**config.mk**
```make
export PLATFORM = sky130hd
export DESIGN_NAME = bfa_front
export DESIGN_NICKNAME = d
export VERILOG_FILES = /design/src/best_fit_block_allocator_assert.svh /design/src/bfa_pkg.sv /design/src/bfa_front.sv
export SDC_FILE = /design/constraint.sdc
export NUM_CORES = 1
export LEC_CHECK = 0
export BUFFER_PORTS_ARGS = -buffer_cell sky130_fd_sc_hd__buf_2
export CORE_MARGIN = 1.5
export CORE_UTILIZATION = 59
export CTS_BUF_LIST = sky130_fd_sc_hd__clkbuf_4 sky130_fd_sc_hd__clkbuf_8
export DETAILED_ROUTE_END_ITERATION = 10
export GPL_TIMING_DRIVEN = 0
export PLACE_DENSITY = 0.92
export SKIP_CTS_REPAIR_TIMING = 1
export SYNTH_ARGS = -nofsm -noshare
export SYNTH_HDL_FRONTEND = slang
export SYNTH_SLANG_ARGS = --single-unit
```
**constraint.sdc**
```tcl
create_clock -name clk -period 5.45 [get_ports clk]
set_clock_uncertainty 0.1 [all_clocks]
set_input_delay 1.09 -clock clk [delete_from_list [all_inputs] [get_ports clk]]
set_output_delay 1.09 -clock clk [all_outputs]
set_load 0.01 [all_outputs]
```
**src/best_fit_block_allocator_assert.svh**
```systemverilog
// Assertion macros for the best-fit allocator.
`ifndef BEST_FIT_BLOCK_ALLOCATOR_ASSERT_SVH
`define BEST_FIT_BLOCK_ALLOCATOR_ASSERT_SVH

`ifndef SYNTHESIS
`define BFA_ASSERT(lbl, prop, msg) \
  lbl: assert property (@(posedge clk) disable iff (!rst_n) prop) else $error(msg);
`define BFA_ASSERT_AFTER(lbl, prop, msg) \
  lbl: assert property (@(posedge clk) disable iff (!rst_n) rst_n |=> prop) else $error(msg);
`else
`define BFA_ASSERT(lbl, prop, msg)
`define BFA_ASSERT_AFTER(lbl, prop, msg)
`endif

`endif

```
**src/bfa_pkg.sv**
```systemverilog
`default_nettype none
package bfa_pkg;
  localparam int MAX_FREE   = 32;
  localparam int IDX_W      = 5;
  localparam int CNT_W      = 6;
  localparam int ADDR_W     = 16;
  localparam int SIZE_W     = 17;
  localparam int LIMIT_W    = 17;
  localparam int HDR        = 16;
  localparam int SPLIT_MIN  = 8;
  localparam int STORE_AW   = 13;
  localparam int LIMIT_RST  = 65536;

  localparam logic ACT_ALLOC = 1'b0;
  localparam logic ACT_FREE  = 1'b1;

  typedef enum logic [1:0] {
    STAT_OK      = 2'd0,
    STAT_NOSPACE = 2'd1,
    STAT_FULL    = 2'd2
  } bfa_status_t;

  typedef struct packed {
    logic              is_free;
    logic              bad;
    logic [SIZE_W-1:0] size;
    logic [ADDR_W-1:0] addr;
  } bfa_op_t;

  typedef struct packed {
    logic [ADDR_W-1:0] start;
    logic [ADDR_W-1:0] size;
  } bfa_ent_t;

  typedef enum logic [3:0] {
    S_IDLE, S_ASCAN, S_ADEC, S_GROW, S_FSIZE, S_FSCAN,
    S_FDEC, S_SHDN, S_SHUP, S_FINS, S_RESP
  } bfa_state_t;
endpackage
`default_nettype wire

```
**src/bfa_front.sv**
```systemverilog
`default_nettype none
module bfa_front import bfa_pkg::*; (
  input  wire logic              clk,
  input  wire logic              rst_n,
  input  wire logic              in_valid,
  output logic                   in_ready,
  input  wire logic              in_action,
  input  wire logic [ADDR_W-1:0] in_req_size,
  input  wire logic [ADDR_W-1:0] in_block_addr,
  output logic                   q_valid,
  input  wire logic              q_ready,
  output bfa_op_t                q_op
);
  bfa_op_t    mem_r [2];
  logic       wp_r, rp_r;
  logic [1:0] cnt_r;
  bfa_op_t    op;
  logic       push, pop;

  always_comb begin
    op.is_free = (in_action == ACT_FREE);
    op.size    = ({1'b0, in_req_size} + SIZE_W'(7)) & ~SIZE_W'(7);
    op.addr    = in_block_addr;
    op.bad     = (in_block_addr < ADDR_W'(HDR)) || (in_block_addr[2:0] != 3'd0);
  end

  assign in_ready = (cnt_r != 2'd2);
  assign q_valid  = (cnt_r != 2'd0);
  assign q_op     = mem_r[rp_r];
  assign push     = in_valid && in_ready;
  assign pop      = q_valid && q_ready;

  always_ff @(posedge clk) begin
    if (push) begin
      mem_r[wp_r] <= op;
    end
  end

  always_ff @(posedge clk) begin
    if (!rst_n) begin
      wp_r  <= 1'b0;
      rp_r  <= 1'b0;
      cnt_r <= 2'd0;
    end else begin
      if (push) wp_r <= ~wp_r;
      if (pop)  rp_r <= ~rp_r;
      cnt_r <= cnt_r + {1'b0, push} - {1'b0, pop};
    end
  end
endmodule
`default_nettype wire

```
# Yosys cells after proc, flatten, opt, wreduce, memory -nomap -nowiden
# Memories as Yosys holds them, arrays and structs flattened. A register that Yosys moved wholly into a read port is not among the register bits.
# Cells that the tools add are included.
# classes
n_lt_le_gt_ge,1
reduce_logical,5
n_eq_ne,1
add_sub_neg,3
muxes,4
bitwise,2
# op_table
operator,n
$add A16 B3 Y17 const B,1
$lt A16 B5 Y1 const B,1
$mux W1,4
$reduce_bool A3 Y1,1
$add A2 B1 Y2,1
$logic_and A1 B1 Y1,2
$ne A2 B2 Y1 const B,1
$not A1 Y1,2
$reduce_bool A2 Y1,1
$sub A2 B1 Y2,1
$logic_or A1 B1 Y1,1
# totals
ramBits,64
in_bits,37
register_bits,4
elab_cells,20
memories,1
output_inout_bits,37
# memory_table
memory,words,width,read_ports,rd_clocked_by_memory_dff,wr,line_no,rtl
mem_r,2,32,1,1,1,bfa_front.sv:14,bfa_op_t mem_r [2];

# Logic depth before layout (Yosys ltp)
# Gate-level depths: netlist of run 1.
# depth
word_depth,4
mapped_depth,8
ltp_nobuf,8

# Worst setup path before layout of run 1
# OpenSTA, ideal clock, no wires.
# synth_path
path_type,input -> register
start,input port in_valid
end,memory mem_r[1][0] in the netlist's numbering (enable)
setup_ns,0.392
slack_ns,3.034
path_stages,1
t_required_ns,4.958
arrival_ns,1.923
cell_sequence,and3_1
# synth_between
elab_chain_cells,3
# synth_lines
element,line_no,rtl
"start, declared",bfa_front.sv:5,"input wire logic in_valid,"
$logic_and A1 B1 Y1,bfa_front.sv:30,assign push = in_valid && in_ready;
$mux W1,bfa_front.sv:34,if (push) begin
$mux W1 (not written as such),bfa_front.sv:35,mem_r[wp_r] <= op;
"end, declared",bfa_front.sv:14,
# Every way passes these cells.

==> flow_metrics.env, run 1 <==
export IMPL_synth_area_leaders="edfxtp_1, mux2_2, dfxtp_1, xnor2_1, xor2_1"
export IMPL_synth_seq_area_share_pct=70.6
export IMPL_synth_edf_count=64
export IMPL_critPathCaptureType="output port"
export IMPL_wl_met2_mm=2.54
export IMPL_crit_top_cell="buf_2"
export IMPL_htreeDepth=3
export IMPL_syn2layout_area_growth_pct=20.3
export IMPL_clk_pin_slew_ps=60
export IMPL_netlist_area_um2=2860
export IMPL_setup_viol=0
export IMPL_clock_root_buffer="clkbuf_8"
export IMPL_worstPathArrival_ps=1640
export IMPL_die_h_um=72.7
export IMPL_fin_ws_ps=2620
export IMPL_path_delay_family="buffers and inverters"
export IMPL_grt_pass1_wl_mm=7.49
export IMPL_multiInputGateArea_um2=793
export IMPL_vias=1725
export IMPL_tns_ps=0
export IMPL_fin_crit_ps=2830
export IMPL_ys_seq_elements=69
export IMPL_drc=0
export IMPL_wire_per_inst_um=15.6
export IMPL_worst_slew_pin_slew_ps=1250
export IMPL_hpwlAfterDp_mm=3.32
export IMPL_hold_violations=0
export IMPL_vias_per_cell=5.53
export IMPL_rsz0062_at_grt="no"
export IMPL_r2r_start="cnt_r[0]$_SDFF_PN0_"
export IMPL_power_density_nw_per_um2=421
export IMPL_grt_pass1_vias=1720
export IMPL_antenna_left=0
export IMPL_ir_worst_vdd_mv=0.223
export IMPL_clock_fmax_ghz=0.353
export IMPL_hold_path_startpoint="rp_r$_SDFFE_PN0P_"
export IMPL_worstPathRequired_ps=4260
export IMPL_drt_iter0_drc=92
export IMPL_cpPeakStageDelay_ps=380
export IMPL_holdCritPathClass="register to register"
export IMPL_report_final_slew_viol_count=0
export IMPL_cts_sinks=69
export IMPL_synth_area_per_cell_um2=16.7
export IMPL_io_buffers=70
export IMPL_clk_path_buf_depth=2
export IMPL_rows=25
export IMPL_yosys_most_used_dff="edfxtp_1"
export IMPL_gp_congestion=0.727
export IMPL_ioPinCount=74
export IMPL_cp_num_buf_inv=3
export IMPL_rrSetupSlack_ps=3350
export IMPL_grt_ovfl_total=0
export IMPL_whs_ps=428
export IMPL_cp_depth=4
export IMPL_worstSetupPathType="register to output port"
export IMPL_track_usage_pct=19.7
export IMPL_startpoint_type="register"
export IMPL_yosys_area_top_type="edfxtp_1"
export IMPL_numCtsBuffers=9
export IMPL_drt_pass1_iter_count=4
export IMPL_synth_cell_types=32
export IMPL_crit_path_cell_trace="clkbuf_1, buf_2, mux2_2, buf_2"
export IMPL_cp_slowest_cell="mux2_2"
export IMPL_n_antenna_cell=0
export IMPL_core_area_um2=4690
export IMPL_initial_core_util_pct=61.0
export IMPL_ys_warnings_count=0
export IMPL_status="finished, final reports clean"
export IMPL_critPathMaxFanout=10
export IMPL_finalNetCount=293
export IMPL_highest_layer="met4"
export IMPL_synthCells=171
export IMPL_ys_top_cells_by_count="edfxtp_1, mux2_2, xnor2_1, nor3_1, xor2_1"
export IMPL_grt_antenna_before_repair=0
export IMPL_p_total_mw=1.45
export IMPL_dr_wl_met3_um=300
export IMPL_synth_top_cell_area_share_pct=67.1
export IMPL_maxCapViolations=0
export IMPL_regArea_um2=2020
export IMPL_grt_max_degree=33
export IMPL_relSlewSlack_pct=16.9
export IMPL_die_w_um=72.7
export IMPL_timing_rr_end="mem_r[0][22]$_DFFE_PP_"
export IMPL_dp_slack_ps=2530
export IMPL_drt_wl_total_mm=4.86
export IMPL_synth_async_reset_ratio_pct=0
export IMPL_fin_crit_sh_pct=52.0
export IMPL_yosysMostFrequentCell="edfxtp_1"
export IMPL_cts_tree="yes"
export IMPL_clock_latency_ps=320
export IMPL_fill_cells=305
export IMPL_wl_met1_mm=1.94
export IMPL_power_leakage_nw=1.32
export IMPL_drive_above_1_share_pct=48.4
export IMPL_die_area_um2=5280
export IMPL_worstRegToRegCells=3
export IMPL_crit_end="q_op[20]"
-- sequential cells by signal, indices dropped and copies added (netlist names), named ones only --
register / count
mem_r: 64
cnt_r: 2
rp_r: 1
wp_r: 1
-- how the worst min path moves through the flow --
stage | slack [ps] | endpoint | cells after the start
floorplan | 380 | register | 2
global placement | 400 | rp_r$_SDFFE_PN0P_ | 2
detailed placement | 420 | rp_r$_SDFFE_PN0P_ | 2
CTS | 430 | rp_r$_SDFFE_PN0P_ | 2
global route | 470 | rp_r$_SDFFE_PN0P_ | 2
finish | 430 | rp_r$_SDFFE_PN0P_ | 2
-- kinds of logic (layout without fill, tap and decap cells) --
family / Yosys count / in the layout / share of synthesized area, %
DFF: 69 / 69 / 70.6
and+or+nand+nor: 35 / 35 / 7.26
muxes: 32 / 32 / 12.6
xor gates and xnor gates: 15 / 15 / 4.59
buffers and inverters: 11 / 96 / 1.97
AOI/OAI and AO/OA: 6 / 6 / 1.97
adders and majority gates: 2 / 2 / 0.874
other: 1 / 3 / 0.131
-- cell usage in the layout, fill, tap and decap left out, types with 2 or more instances in the layout --
master     n
clkbuf_8   9
nor4_1     4
ha_1       2
nand4_1    3
mux2_2    30
nor2_1     4
and3_2     2
xor2_1     7
inv_1      4
clkinv_1   3
nand2_1    5
edfxtp_1  64
clkbuf_4   2
nor3_1     7
and2_1     2
xnor2_1    8
buf_4      3
dfxtp_1    5
conb_1     3
buf_2     73
mux2_1     2
nand3_1    3
-- power breakdown --
part | switching [mW] | internal [mW] | leakage [nW]
logic | 0.223 | 0.192 | 0.599
registers | 0.0229 | 0.680 | 0.637
clock network | 0.165 | 0.167 | 0.0825
total | 0.411 | 1.04 | 1.32
-- layer usage --
layer / up-vias / GRT usage [%]
li1: 814 / -
met1: 837 / 21.3
met2: 66 / 33.9
met3: 8 / 7.32
met4: 0 / 10.1
met5: - / 0
-- worst min-delay path, cell delays in order, from the launching register on --
cell and delay (ps):
dfxtp_1 330, xnor2_1 80, nor2_1 80
-- per-stage QoR --
stage / util [%] / instances / cell area, um2
after floorplan: - / 173 / 2870
after global placement: 70.1 / 297 / 3290
after detailed placement: 70.1 / 297 / 3290
after CTS: 73.4 / 312 / 3440
after global routing: 73.4 / 312 / 3440
final: 73.4 / 312 / 3440
-- cell type report --
class	count	area share, %
plain buffers	7	1.20
clock buffers	11	4.03
clock inverters	4	0.472
inverters	4	0.436
multi-input cells	93	23.0
flip-flops and latches	69	58.7
well taps	54	1.96
repair buffers	70	10.2
(Power assumes the default switching activity.)
==> run 2: changes to the inputs <==
--- a/config.mk
+++ b/config.mk
@@ -5,13 +5,14 @@
 export SDC_FILE = /design/constraint.sdc
 export NUM_CORES = 1
 export LEC_CHECK = 0
+export ABC_AREA = 1
 export BUFFER_PORTS_ARGS = -buffer_cell sky130_fd_sc_hd__buf_2
 export CORE_MARGIN = 1.5
-export CORE_UTILIZATION = 59
+export CORE_UTILIZATION = 50
 export CTS_BUF_LIST = sky130_fd_sc_hd__clkbuf_4 sky130_fd_sc_hd__clkbuf_8
 export DETAILED_ROUTE_END_ITERATION = 10
 export GPL_TIMING_DRIVEN = 0
-export PLACE_DENSITY = 0.92
+export PLACE_DENSITY = 0.82
 export SKIP_CTS_REPAIR_TIMING = 1
 export SYNTH_ARGS = -nofsm -noshare
 export SYNTH_HDL_FRONTEND = slang
==> constraint.sdc (replaced) <==
create_clock -name clk -period 2.4 [get_ports clk]
set_clock_uncertainty 0.1 [all_clocks]
set_input_delay 0.48 -clock clk [delete_from_list [all_inputs] [get_ports clk]]
set_output_delay 0.48 -clock clk [all_outputs]
set_load 0.01 [all_outputs]
==> run 2 against run 1 <==
Against the previous run: combinational power increased by 120%; clock-buffer cell count increased by 2; non-clock buffer count unchanged; sequential power increased by 120%.
==> flow_metrics.env, run 2 <==
export IMPL_cpPeakStageDelay_ps=350
export IMPL_power_switching_mw=0.941
export IMPL_cp_slowest_cell="mux2_2"
export IMPL_clock_root_buffer="clkbuf_8"
export IMPL_die_w_um=81.0
export IMPL_n_antenna_cell=0
export IMPL_fill_cells=474
export IMPL_largest_reg_flops=64
export IMPL_vias=1997
export IMPL_critPathMaxFanout=10
export IMPL_synth_edf_count=64
export IMPL_path_delay_family="buffers and inverters"
export IMPL_grt_antenna_before_repair=0
export IMPL_final_common_cell="buf_2"
export IMPL_worstSetupPathType="register to output port"
export IMPL_gp_congestion=0.807
export IMPL_p_int_mw=2.47
export IMPL_core_area_um2=5890
export IMPL_worst_slew_pin_slew_ps=933
export IMPL_crit_path_cell_trace="clkbuf_2, buf_6, mux2_2, buf_2"
export IMPL_grt_pass1_wl_mm=8.45
export IMPL_drive_above_1_share_pct=40.9
export IMPL_hpwlAfterDp_mm=3.89
export IMPL_io_buffers=70
export IMPL_synth_seq_area_share_pct=66.5
export IMPL_hold_violations=0
export IMPL_initial_core_util_pct=51.7
export IMPL_cts_tree="yes"
export IMPL_clockPowerShare_pct=27.4
export IMPL_numCtsBuffers=9
export IMPL_syn2layout_area_growth_pct=21.9
export IMPL_netlist_area_um2=3040
export IMPL_mostFrequentLayoutCells="buf_2, edfxtp_1, nand2_1"
export IMPL_drt_iter0_drc=97
export IMPL_cts_sinks=69
export IMPL_worstPathRequired_ps=1820
export IMPL_maxCapViolations=0
export IMPL_yosysMostFrequentCell="edfxtp_1"
export IMPL_relSlewSlack_pct=37.6
export IMPL_fin_crit_ps=2100
export IMPL_power_density_nw_per_um2=921
export IMPL_critPathCaptureType="output port"
export IMPL_power_frac_seq_pct=46.4
export IMPL_startpoint_type="register"
export IMPL_yosys_area_top_type="edfxtp_1"
export IMPL_rsz0062_at_grt="no"
export IMPL_p_comb_share_pct=26.3
export IMPL_wire_per_inst_um=13.8
export IMPL_drt_pass1_iter_count=4
export IMPL_die_area_um2=6560
export IMPL_synth_top_cell_area_share_pct=63.2
export IMPL_die_h_um=81.0
export IMPL_regArea_um2=2020
export IMPL_ys_top_cells_by_count="edfxtp_1, nand2_1, mux2_2, nor2_1, inv_1"
export IMPL_htreeDepth=3
export IMPL_synth_area_per_cell_um2=12.8
export IMPL_ioPinCount=74
export IMPL_rows=28
export IMPL_grt_pass1_vias=1881
export IMPL_ys_warnings_count=0
export IMPL_multiInputGateArea_um2=893
export IMPL_worstPathArrival_ps=1520
export IMPL_clk_path_buf_depth=2
export IMPL_grt_max_degree=33
export IMPL_synth_area_leaders="edfxtp_1, mux2_2, nand2_1, dfxtp_1, nor2_1"
export IMPL_status="finished, final reports clean"
export IMPL_antenna_left=0
export IMPL_drt_wl_total_mm=5.51
export IMPL_p_total_mw=3.42
export IMPL_synth_cell_types=27
export IMPL_vias_per_cell=4.99
export IMPL_synthCells=237
export IMPL_holdCritPathClass="primary input to register"
export IMPL_finalNetCount=359
export IMPL_cp_num_buf_inv=3
export IMPL_yosys_most_used_dff="edfxtp_1"
export IMPL_dpl_cell_area_um2=3510
export IMPL_swShare_pct=27.6
export IMPL_drc=0
export IMPL_report_final_slew_viol_count=0
export IMPL_clk_pin_slew_ps=60
export IMPL_fin_crit_sh_pct=87.4
export IMPL_power_leakage_nw=1.52
export IMPL_ir_worst_vdd_mv=0.412
export IMPL_track_usage_pct=18.1
export IMPL_top_register="mem_r"
export IMPL_clock_fmax_ghz=0.477
export IMPL_setup_viol=0
export IMPL_ys_seq_elements=69
export IMPL_clock_latency_ps=330
export IMPL_synth_async_reset_ratio_pct=0
export IMPL_grt_ovfl_total=0
export IMPL_reg_top3="mem_r: 64 flops, cnt_r: 2 flops"
export IMPL_final_area_um2=3710
==> run 2: cell count changes in the layout (fill, tap and decap cells not counted), sizes merged, moves of 3 or more <==
| cell | before | now |
|---|---|---|
| xor2 | 7 | 2 |
| o21ai | 0 | 8 |
| nand3 | 3 | 6 |
| inv | 4 | 23 |
| nor2 | 4 | 28 |
| nor3 | 7 | 2 |
| nand2 | 5 | 46 |
| xnor2 | 8 | 3 |
| a21oi | 1 | 4 |
| nand4 | 4 | 1 |
| nor4 | 5 | 0 |
==> run 2: final cells by class <==
type / count / share of cell area (%)
buffer: 7 / 1.65
clock buffer: 13 / 4.32
clock inverter: 3 / 1.05
inverter: 23 / 2.33
multi-input combinational: 140 / 24.1
tap: 75 / 2.53
sequential: 69 / 54.6
timing repair buffer: 70 / 9.45
==> run 2: cells by family after synthesis <==
family	Yosys count	share of synthesized area (%)
XOR/XNOR	5	1.44
adder cells (fa/ha/maj)	2	0.823
buffers and inverters	30	4.86
AO/OA/AOI/OAI	13	2.35
other	1	0.123
flip-flops	69	66.5
AND/OR/NAND/NOR	85	12.1
multiplexers	32	11.9
==> run 2: power groups by stage <==
stage	Sequential (mW)	Combinational, mW	Clock (mW)
after floorplan	1.60	0.585	0
after global placement	1.60	0.879	0
after detailed placement	1.61	0.912	0
after CTS	1.59	0.918	0.955
after global routing	1.60	0.988	0.995
final	1.58	0.898	0.934
==> run 2: stage by stage <==
| stage | setup WS (ps) | hold slack [ps] | utilization (%) | TNS (ps) | cells |
|---|---|---|---|---|---|
| detailed placement | 365 | 377 | 59.6 | 0 | 384 |
| global placement | -919 | 359 | 59.3 | -58080 | 384 |
| global route | 237 | 212 | 63.0 | 0 | 400 |
| floorplan | -84.3 | 347 | - | -5390 | 239 |
| finish | 303 | 235 | 63.0 | 0 | 400 |
| CTS | 278 | 219 | 63.0 | 0 | 400 |
==> run 2: routing by layer <==
layer | up-vias | wire [um] | track usage (%)
met5 | - | 0 | 0
met4 | 0 | 179 | 11.6
met3 | 16 | 343 | 5.39
met2 | 70 | 2700 | 30.7
met1 | 934 | 2290 | 19.6
li1 | 977 | - | -
==> run 2: path summary, 6_finish.rpt <==
kind / from / end / slack (ps) / depth (start not counted)
worst max-delay path: register / q_op[12] / 300 / 4
worst min-delay path: in_action / mem_r[0][31]$_DFFE_PP_ / 240 / 1
worst max register to register: cnt_r[0]$_SDFF_PN0_ / mem_r[1][26]$_DFFE_PP_ / 520 / 4
worst min register to register: rp_r$_SDFFE_PN0P_ / rp_r$_SDFFE_PN0P_ / 390 / 2
